**src/sv/spd_pkg.sv**
```systemverilog
// Shared types and constants of the point distance sorter.
`default_nettype none
package spd_pkg;
	localparam int COORD_W = 16;
	localparam int DIFF_W = COORD_W + 1;
	localparam int SQ_W = 2 * COORD_W;
	localparam int KEY_W = 35;
	localparam int QUEUE_DEPTH = 4;
	localparam int QPTR_W = $clog2(QUEUE_DEPTH);
	localparam int QCNT_W = $clog2(QUEUE_DEPTH + 1);

	// One classified point request on its way from the front to the sorter
	typedef struct packed {
		logic [KEY_W-1:0] key;
		logic signed [COORD_W-1:0] x;
		logic signed [COORD_W-1:0] y;
		logic last;
		logic drop;
	} spd_entry_t;
endpackage
`default_nettype wire

```
**src/sv/spd_queue.sv**
```systemverilog
// Short queue between the front end and the sorter.
`default_nettype none
module spd_queue (
	input  wire logic clk,
	input  wire logic arst_n,
	input  wire logic push_valid,
	output logic push_ready,
	input  wire spd_pkg::spd_entry_t push_entry,
	output logic pop_valid,
	input  wire logic pop_ready,
	output spd_pkg::spd_entry_t pop_entry
);
	spd_pkg::spd_entry_t entry_q [spd_pkg::QUEUE_DEPTH];
	logic [spd_pkg::QPTR_W-1:0] wr_q, rd_q;
	logic [spd_pkg::QCNT_W-1:0] cnt_q;
	logic push, pop;

	assign push_ready = (cnt_q != spd_pkg::QCNT_W'(spd_pkg::QUEUE_DEPTH));
	assign pop_valid = (cnt_q != '0);
	assign push = push_valid && push_ready;
	assign pop = pop_valid && pop_ready;
	assign pop_entry = entry_q[rd_q];

	// pointers and fill level
	always_ff @(posedge clk or negedge arst_n) begin
		if (!arst_n) begin
			wr_q <= '0;
			rd_q <= '0;
			cnt_q <= '0;
		end else begin
			if (push)
				wr_q <= wr_q + 1'b1;
			if (pop)
				rd_q <= rd_q + 1'b1;
			if (push && !pop)
				cnt_q <= cnt_q + 1'b1;
			else if (pop && !push)
				cnt_q <= cnt_q - 1'b1;
		end
	end

	// storage
	always_ff @(posedge clk) begin
		if (push)
			entry_q[wr_q] <= push_entry;
	end
endmodule
`default_nettype wire

```
**config.mk**
```make
export PLATFORM = sky130hd
export DESIGN_NAME = spd_queue
export DESIGN_NICKNAME = d
export VERILOG_FILES = /design/src/sv/spd_pkg.sv /design/src/sv/spd_queue.sv
export SDC_FILE = /design/constraint.sdc
export NUM_CORES = 1
export LEC_CHECK = 0
export ABC_AREA = 1
export BUFFER_PORTS_ARGS = -buffer_cell sky130_fd_sc_hd__clkbuf_2
export CAP_MARGIN = 40
export CORE_ASPECT_RATIO = 1.1
export CORE_MARGIN = 10
export CORE_UTILIZATION = 58
export CTS_CLUSTER_DIAMETER = 150
export CTS_CLUSTER_SIZE = 28
export DETAILED_ROUTE_END_ITERATION = 8
export PLACE_DENSITY = 0.87
export REMOVE_ABC_BUFFERS = 1
export SLEW_MARGIN = 30
export SYNTH_ARGS = -nofsm -noshare
export SYNTH_HDL_FRONTEND = slang
export SYNTH_SLANG_ARGS = --single-unit
```
**constraint.sdc**
```tcl
create_clock -name clk -period 5.23 [get_ports clk]
set_input_delay 0.2615 -clock clk [delete_from_list [all_inputs] [get_ports clk]]
set_output_delay 0.2615 -clock clk [all_outputs]
set_load 0.01 [all_outputs]
```
==> metrics.md <==
| Metric | Value |
|---|---|
| Status | complete, no violations |
| Share of cells above drive strength 1 | 0.168 |
| Max stage delay on crit path | 0.54 ns |
| Mux contribution to synthesized area | 0 |
| Largest cells by area after synthesis | edfxtp_1, o211ai_1, nand2_1 |
| Vert. Die Dim | 167 um |
| Number of nets with antenna violations after routing | 0 |
| DR WL/cell | 18.0 um |
| Post-CTS Setup Inserts | 0 |
| Largest net degree at the start of global routing | 121 |
| Fillers | 1,244 |
| TritonRoute pass-1 iters | 5 |
| CP Cell Sequence | inv_8 > buf_4 > nand2_1 > o211ai_1 > nand2_1 > clkbuf_2 |
| Gpl congestion | 0.776 |
| Post-synth cell types | 16 |
| RR Startpoint | cnt_q[0] |
| Launch point of the critical path | rd_q[0] |
| Largest family of logic cells by synthesized area | compound AO/OA/AOI/OAI gates |
| Bufs on Longest Clock Path | 3 |
| Delay-heaviest family, CP | buffers and inverters |
| Hpwl dp | 13,800 um |
| Number of synthesized register bits | 283 |
| Tightest Hold Check Type | input port to register |
| Clock latency on the worst-skew pair | 0.48 ns |
| Crit end category | output port |
| CTS tree | built |
| CTS Hold Bufs | 54 |
| VDD IR max | 348 uV |
| YS warnings | 0 |
| Pwr Total | 6.90 mW |
| Vias in the first global route | 7,113 |
| Die ar. | 25,600 um2 |
| Period utilization | 0.518 |
| H-tree Lvls | 1 |
| Final net count | 1,126 |
| I/O pin count | 144 |
| Initial antenna violation count | 4 |
| Worst EP required | 4.97 ns |
| Inserted Clock Buffers | 14 |
| Global route total overflow | 0 |
| Startpoint Class | register |
| PortBufs | 143 |
| CTS Sinks | 283 |
| Post-synth top flop | edfxtp_1 |
| Seq/Total Area, Yosys | 0.745 |
| Max_cap viols | 0 |
| Routed vias/inst | 5.36 |
| PwrDens | 519 nW/um2 |
| Crit path time final | 2.71 ns |
| Dominant cell by count in the synthesized netlist | edfxtp_1 |
| Synthesized area | 11,400 um2 |
| Async S/R FF share, synth | 0.0247 |
| Area leader, netlist | edfxtp_1 |
| Crit path buf inv count | 3 |
| XOR/XNOR share of the synthesized area | 0.000771 |
| CTS root buffer | clkbuf_16 |
| RSZ-0062 raised after global routing | no |
| Critical path class | register to output port |
| Syn Area/Cell | 13.2 um2 |
| Hold wc startpoint | push_entry[64] |
| Slew HR | 0.502 |
| Max Transition Viols Final | 0 |
| First-pass GRT wire length | 37,000 um |
| Clock input transition at the sequential cells of the worst setup and hold paths | 0.10 ns |
| Post-synthesis simple-gate area fraction | 0.0789 |
| Post-synth EDFFs | 276 |
| Die W | 153 um |
| Fin. Hold Viols | 0 |
| Synth Area in Adders | 0.00727 |
| Initial Util | 0.593 |
| Synth cell count leaders | edfxtp_1, nand2_1, inv_1 |
| Setup TNS | 0 ns |
| Worst-margin pin slew | 0.748 ns |
| # DRC | 0 |
| Compound-Gate Fraction of Synth Area | 0.0916 |
| Mapped Cells | 864 |
| Cells resized by post-CTS repair | 0 |
| Drt total wl | 23,500 um |
| Crit path max-delay cell type | buf_4 |
| Skew final | 0.0223 ns |
| Row count | 53 |
| WP data arrival | 2.45 ns |
| Lkg Pwr | 5.40 nW |
| Crit-path max FO | 104 |
| Most frequent CP cell | nand2_1 |
| Area fraction of the dominant cell type after synthesis | 0.729 |
| Core area | 19,200 um2 |
| Final setup fails | 0 |
| Syn-to-layout area delta | 17.0% |
| Fmax | 369 MHz |
| Via count | 6,997 |
| Gr usage total | 0.177 |
| Initial drt markers | 630 |
## routing by layer
layer  routed length [um]  GRT usage
met1                 9380      0.219
met5                    0          0
met3                 1540     0.0425
met2                11900      0.299
met4                  729     0.0604
## final timing paths
kind / to / slack [ns] / depth (start not counted)
worst min register to register: cnt_q[2] / 0.52 / 2
min in group asynchronous: rd_q[0] / 0.13 / 2
worst min-delay path: entry_q[3][64] / 0.01 / 1
worst max-delay path: pop_entry[14] / 2.52 / 6
max in group asynchronous: rd_q[1] / 4.91 / 2
worst max register to register: entry_q[1][25] / 2.56 / 5
## registers in the layout, summed over array words and instances, names as in the netlist
register / count
entry_q: 276
cnt_q: 3
wr_q: 2
rd_q: 2
## area by class of cell
type,instances,area [um2],area share
Sequential cell,283,8460,0.637
Clock inverter,1,30.0,0.00226
Tap cell,247,309,0.0232
Clock buffer,23,405,0.0305
Multi-Input combinational cell,382,2060,0.155
Timing Repair Buffer,212,1430,0.108
Antenna cell,4,10.0,0.000753
Inverter,154,586,0.0440
## kinds of logic after synthesis
group                      Yosys count
and+or+nand+nor                    236
buffers and inverters              199
DFF                                283
adders and majority gates            6
xor gates and xnor gates             1
AOI/OAI and AO/OA                  139
## worst reg2reg max path: cells and delay by family, from the launching register on
kind	cells	cell delay, ns
buffers and inverters	2	0.79
DFF	1	0.42
and+or+nand+nor	3	1.05
## stage by stage
stage	cell area (um2)	setup WS [ns]	instances	util	hold slack, ns
after floorplan	11100	1.03	819	-	-0.0341
after global placement	12200	2.66	1217	0.636	0.106
after detailed placement	12200	2.56	1219	0.639	0.117
after CTS	13200	2.50	1297	0.690	0.000142
after global routing	13300	2.32	1306	0.694	0.000368
final	13300	2.52	1306	0.694	0.0104
## cell usage in the layout (no fill, tap or decap), drive strengths merged
cell type,count
edfxtp,276
nand2,224
clkbuf,166
inv,154
o211ai,138
dlygate4sd3,58
buf,11
nand3,7
dfrtp,7
ha,5
diode,4
nor2,4
o21ai,1
xnor2,1
nand4,1
fa,1
clkinv,1
## power breakdown
group          leakage (nW)  switching, mW  total (mW)  internal [mW]
clock network         0.206          0.663        1.21          0.551
logic                  2.59           1.75        2.59          0.838
registers              2.61          0.116        3.09           2.98
Note: power is estimated with default switching activity, not from simulation.
