File: src/sv/spd_pkg.sv
// Shared types and constants of the point distance sorter.
`default_nettype none
package spd_pkg;
	localparam int COORD_W = 16;
	localparam int DIFF_W = COORD_W + 1;
	localparam int SQ_W = 2 * COORD_W;
	localparam int KEY_W = 35;
	localparam int QUEUE_DEPTH = 4;
	localparam int QPTR_W = $clog2(QUEUE_DEPTH);
	localparam int QCNT_W = $clog2(QUEUE_DEPTH + 1);

	// One classified point request on its way from the front to the sorter
	typedef struct packed {
		logic [KEY_W-1:0] key;
		logic signed [COORD_W-1:0] x;
		logic signed [COORD_W-1:0] y;
		logic last;
		logic drop;
	} spd_entry_t;
endpackage
`default_nettype wire

File: src/sv/spd_front.sv
// Front end: accepts point requests, samples the target, computes the squared distance.
`default_nettype none
module spd_front #(
	parameter int MAX_POINTS = 32
) (
	input  wire logic clk,
	input  wire logic arst_n,
	input  wire logic in_valid,
	output logic in_ready,
	input  wire logic signed [spd_pkg::COORD_W-1:0] point_x,
	input  wire logic signed [spd_pkg::COORD_W-1:0] point_y,
	input  wire logic signed [spd_pkg::COORD_W-1:0] target_x,
	input  wire logic signed [spd_pkg::COORD_W-1:0] target_y,
	input  wire logic set_end,
	output logic push_valid,
	input  wire logic push_ready,
	output spd_pkg::spd_entry_t push_entry
);
	localparam int CNT_W = $clog2(MAX_POINTS + 1);

	logic [CNT_W-1:0] cnt_q;
	logic signed [spd_pkg::COORD_W-1:0] tx_q, ty_q;
	logic signed [spd_pkg::COORD_W-1:0] tx, ty;
	logic adv, accept, first;

	logic v_s1, v_s2, v_s3;
	logic signed [spd_pkg::COORD_W-1:0] x_s1, y_s1, x_s2, y_s2, x_s3, y_s3;
	logic signed [spd_pkg::DIFF_W-1:0] dx_s1, dy_s1;
	logic last_s1, last_s2, last_s3, drop_s1, drop_s2, drop_s3;
	logic [spd_pkg::SQ_W-1:0] sqx_s2, sqy_s2;
	logic [spd_pkg::KEY_W-1:0] key_s3;
	logic [spd_pkg::DIFF_W-1:0] ax, ay;

	// whole pipe holds while its last stage cannot push
	assign adv = !(v_s3 && !push_ready);
	assign in_ready = adv;
	assign accept = in_valid && in_ready;
	assign first = (cnt_q == '0);
	assign tx = first ? target_x : tx_q;
	assign ty = first ? target_y : ty_q;

	assign ax = dx_s1[spd_pkg::DIFF_W-1] ? -dx_s1 : dx_s1;
	assign ay = dy_s1[spd_pkg::DIFF_W-1] ? -dy_s1 : dy_s1;

	// set bookkeeping: point count and target
	always_ff @(posedge clk or negedge arst_n) begin
		if (!arst_n) begin
			cnt_q <= '0;
			tx_q <= '0;
			ty_q <= '0;
		end else if (accept) begin
			if (first) begin
				tx_q <= target_x;
				ty_q <= target_y;
			end
			if (set_end)
				cnt_q <= '0;
			else if (cnt_q != CNT_W'(MAX_POINTS))
				cnt_q <= cnt_q + 1'b1;
		end
	end

	// stage valids
	always_ff @(posedge clk or negedge arst_n) begin
		if (!arst_n) begin
			v_s1 <= 1'b0;
			v_s2 <= 1'b0;
			v_s3 <= 1'b0;
		end else if (adv) begin
			v_s1 <= accept;
			v_s2 <= v_s1;
			v_s3 <= v_s2;
		end
	end

	// datapath: difference, square, sum
	always_ff @(posedge clk) begin
		if (adv) begin
			x_s1 <= point_x;
			y_s1 <= point_y;
			dx_s1 <= spd_pkg::DIFF_W'(point_x) - spd_pkg::DIFF_W'(tx);
			dy_s1 <= spd_pkg::DIFF_W'(point_y) - spd_pkg::DIFF_W'(ty);
			last_s1 <= set_end;
			drop_s1 <= (cnt_q == CNT_W'(MAX_POINTS));

			x_s2 <= x_s1;
			y_s2 <= y_s1;
			sqx_s2 <= ax[spd_pkg::COORD_W-1:0] * ax[spd_pkg::COORD_W-1:0];
			sqy_s2 <= ay[spd_pkg::COORD_W-1:0] * ay[spd_pkg::COORD_W-1:0];
			last_s2 <= last_s1;
			drop_s2 <= drop_s1;

			x_s3 <= x_s2;
			y_s3 <= y_s2;
			key_s3 <= spd_pkg::KEY_W'(sqx_s2) + spd_pkg::KEY_W'(sqy_s2);
			last_s3 <= last_s2;
			drop_s3 <= drop_s2;
		end
	end

	assign push_valid = v_s3;
	assign push_entry.key = key_s3;
	assign push_entry.x = x_s3;
	assign push_entry.y = y_s3;
	assign push_entry.last = last_s3;
	assign push_entry.drop = drop_s3;
endmodule
`default_nettype wire

File: config.mk
export PLATFORM = sky130hd
export DESIGN_NAME = spd_front
export DESIGN_NICKNAME = d
export VERILOG_FILES = /design/src/sv/spd_pkg.sv /design/src/sv/spd_front.sv
export SDC_FILE = /design/constraint.sdc
export NUM_CORES = 1
export LEC_CHECK = 0
export ABC_CLOCK_PERIOD_IN_PS = 7300
export BUFFER_PORTS_ARGS = -buffer_cell sky130_fd_sc_hd__clkbuf_2
export CORE_ASPECT_RATIO = 0.5
export CORE_UTILIZATION = 45
export CTS_CLUSTER_DIAMETER = 50
export DETAILED_ROUTE_END_ITERATION = 12
export PLACE_DENSITY = 0.62
export SYNTH_ARGS = -nofsm -noshare
export SYNTH_HDL_FRONTEND = slang
export SYNTH_SLANG_ARGS = --single-unit
File: constraint.sdc
create_clock -name clk -period 7.3 [get_ports clk]
set_input_delay 0.365 -clock clk [delete_from_list [all_inputs] [get_ports clk]]
set_output_delay 0.365 -clock clk [all_outputs]
set_load 0.05 [all_outputs]
==> metrics.yaml <==
status:
  status: "finished, violations left"
  violations: "setup timing"
drt:
  firstDrtPassIters: 5
  route.detailed.drc: 0
  via_per_inst: 4.98
  vias: 18300
  routed_wl_mm: 61.5
  wire_per_inst_um: 16.7
  ant_nets: 0
  drtIter0Drc: 899
timing:
  tightest_slew_ps: 1040
  fin_crit_ps: 7470
  fin_crit_sh_pct: 102
  whs_ps: 25.6
  drv_slew: 0
  maxSlewHeadroom_pct: 30.4
  rsz0062_at_grt: "yes"
  clock_skew_ps: 15.7
  max_freq_ghz: 0.134
  setup_ws_ps: -172
  setup_viol: 8
  hold_viol_final: 0
die:
  rows: 61
  die-area_um2: 59000
  die_w_um: 343
  initial_core_util_pct: 46.3
  ios: 140
  coreArea_um2: 56400
  die_y_um: 172
global_route:
  track_usage_pct: 21.3
  grt_pass1_vias: 18900
  antenna_found_initial: 0
  gr-total-overflow: 0
  grt_pass1_wl_mm: 99.0
  grt_start_max_net_pins: 78
worst_setup_path:
  cp_max_fo: 6
  slowest_delay_ps: 540
  crit_arrival_ps: 7770
  critical_path_class: "flop to flop"
  crit_top_cell: "fa_1"
  startpoint_type: "flop"
  crit_required_ps: 7600
  cpMaxStageDelayCell: "fa_1"
  cp-end-kind: "flop"
synth:
  synth.most_common_cell: "inv_1"
  synthCells: 2484
  seq_area_frac_synth_pct: 30.5
  synthAdderAreaFrac_pct: 37.6
  ys.flop_type: "edfxtp_1"
  postSynthAreaPerCell_um2: 10.5
  synth_commonest_cells: "478 x inv_1, 327 x fa_1, 262 x ha_1"
  yosysTopAreaCell: "edfxtp_1"
  synth_compound_area_share_pct: 8.15
  syn_area_um2: 26100
  synth_area_leaders: "edfxtp_1 27%, fa_1 25%, ha_1 13%"
  ys_types: 76
  ys_async_sr_fraction_pct: 15.1
  synth-simple-area-share_pct: 9.31
  synth-seq-cells: 272
  synth_edf_count: 231
  synth_top_cell_area_share_pct: 26.6
  synth_top_family_by_area: "adder cells"
  synth_xor_area_share_pct: 5.24
  synth-warning-count: 0
  synthMuxAreaShare_pct: 1.28
cts:
  clkTransAtPathRegs_ps: 60
  h-tree-depth: 1
  numCtsBuffers: 27
  cts_tree: "yes"
  cts.sinks: 272
  cts_max_path_buffers: 3
  clock_latency_ps: 550
  cts-root-buf: "clkbuf_16"
job:
  drv_cap: 0
cells_and_area:
  nFillCells: 4701
  multi_input_area_um2: 17200
  seq_area_um2: 7960
  final_core_util_pct: 56.6
  final_layout_size_suffix_gt1_share_pct: 22.8
  area_growth_pct: 22.3
  fin_nets: 3557
  num_antenna_cells: 0
placed_design:
  io_buffers: 137
  place_congestion: 0.914
  dp_slack_ps: -379
  dp_hpwl_mm: 49.7
worst_hold_path:
  hold_class: "primary input to flop"
==> placed cells by master, fill, tap and decap left out, types with 42 or more instances in the layout <==
| cell type | n |
|---|---|
| o21ai_0 | 62 |
| inv_1 | 461 |
| fa_1 | 313 |
| nand2_1 | 218 |
| clkbuf_2 | 137 |
| buf_4 | 257 |
| edfxtp_1 | 231 |
| xnor2_1 | 93 |
| nor2_1 | 188 |
| a21oi_1 | 70 |
| ha_1 | 238 |
| xor2_1 | 42 |
| a21o_1 | 51 |
==> state kept, by name, summed over array words and instances (netlist names), 6 cells and up <==
register and cells:
cnt_q 6, dx_s1 17, dy_s1 17, key_s3 33, sqx_s2 31, sqy_s2 31
tx_q 16, ty_q 16, x_s1 16, x_s2 16, x_s3 16, y_s1 16
y_s2 16, y_s3 16
==> layer usage <==
layer / global-route usage [%] / vias to the layer above / wire length, µm
li1: - / 8894 / -
met1: 30.1 / 8977 / 28600
met2: 35.3 / 375 / 28700
met3: 3.30 / 67 / 3160
met4: 3.71 / 0 / 965
met5: 0 / - / 0
==> repair_timing <==
| action | CTS | global route |
|---|---|---|
| hold buffers | 9 | 0 |
| endpoints found under the hold margin | 49 | 0 |
| resized for setup | 118 | 122 |
| pin swaps | 88 | 98 |
| endpoints found under the setup margin | 19 | 30 |
| setup buffers | 47 | 34 |
==> layout make-up <==
cell class                 count  share of cell area [%]
inverter                     495                    5.91
timing repair buffer         431                    9.50
multi-input combinational   1672                    54.0
tap                          756                    2.96
sequential                   272                    24.9
clock inverter                14                   0.349
clock buffer                  35                    2.31
==> worst paths after layout <==
path	startpoint	to	slack (ps)	cells after the start
setup / recovery	dx_s1[0]$_DFFE_PN_	sqx_s2[28]$_DFFE_PN_	-170	28
hold / removal	point_x[5]	x_s1[5]$_DFFE_PN_	30	1
setup reg to reg	dx_s1[0]$_DFFE_PN_	sqx_s2[28]$_DFFE_PN_	-170	28
hold reg to reg	x_s1[4]$_DFFE_PN_	x_s2[4]$_DFFE_PN_	420	0
max in group asynchronous	arst_n	tx_q[14]$_DFFE_PN0P_	6480	3
min in group asynchronous	arst_n	ty_q[11]$_DFFE_PN0P_	430	3
==> critical path: cells and delay by family, from the launching register on <==
kind,cells,cell delay [ps]
and+or+nand+nor,8,1690
DFF,1,410
adders and majority gates,7,3260
AOI/OAI and AO/OA,5,1040
xor gates and xnor gates,2,250
buffers and inverters,6,580
==> metrics by stage <==
step	area [µm²]	setup TNS, ps	cells
final	31900	-765	3675
after global routing	31900	-4330	3675
after CTS	31100	-911	3643
after detailed placement	29200	-2660	3540
after global placement	29200	-1630	3540
after floorplan	26200	-284	2485
==> cell families after synthesis <==
group	after synthesis
xor gates and xnor gates	154
and+or+nand+nor	569
adders and majority gates	589
AOI/OAI and AO/OA	325
muxes	33
buffers and inverters	541
DFF	272
other	1
Power is not shown: default switching activity piles up to over one toggle a cycle in this logic, so the estimate is an artifact.
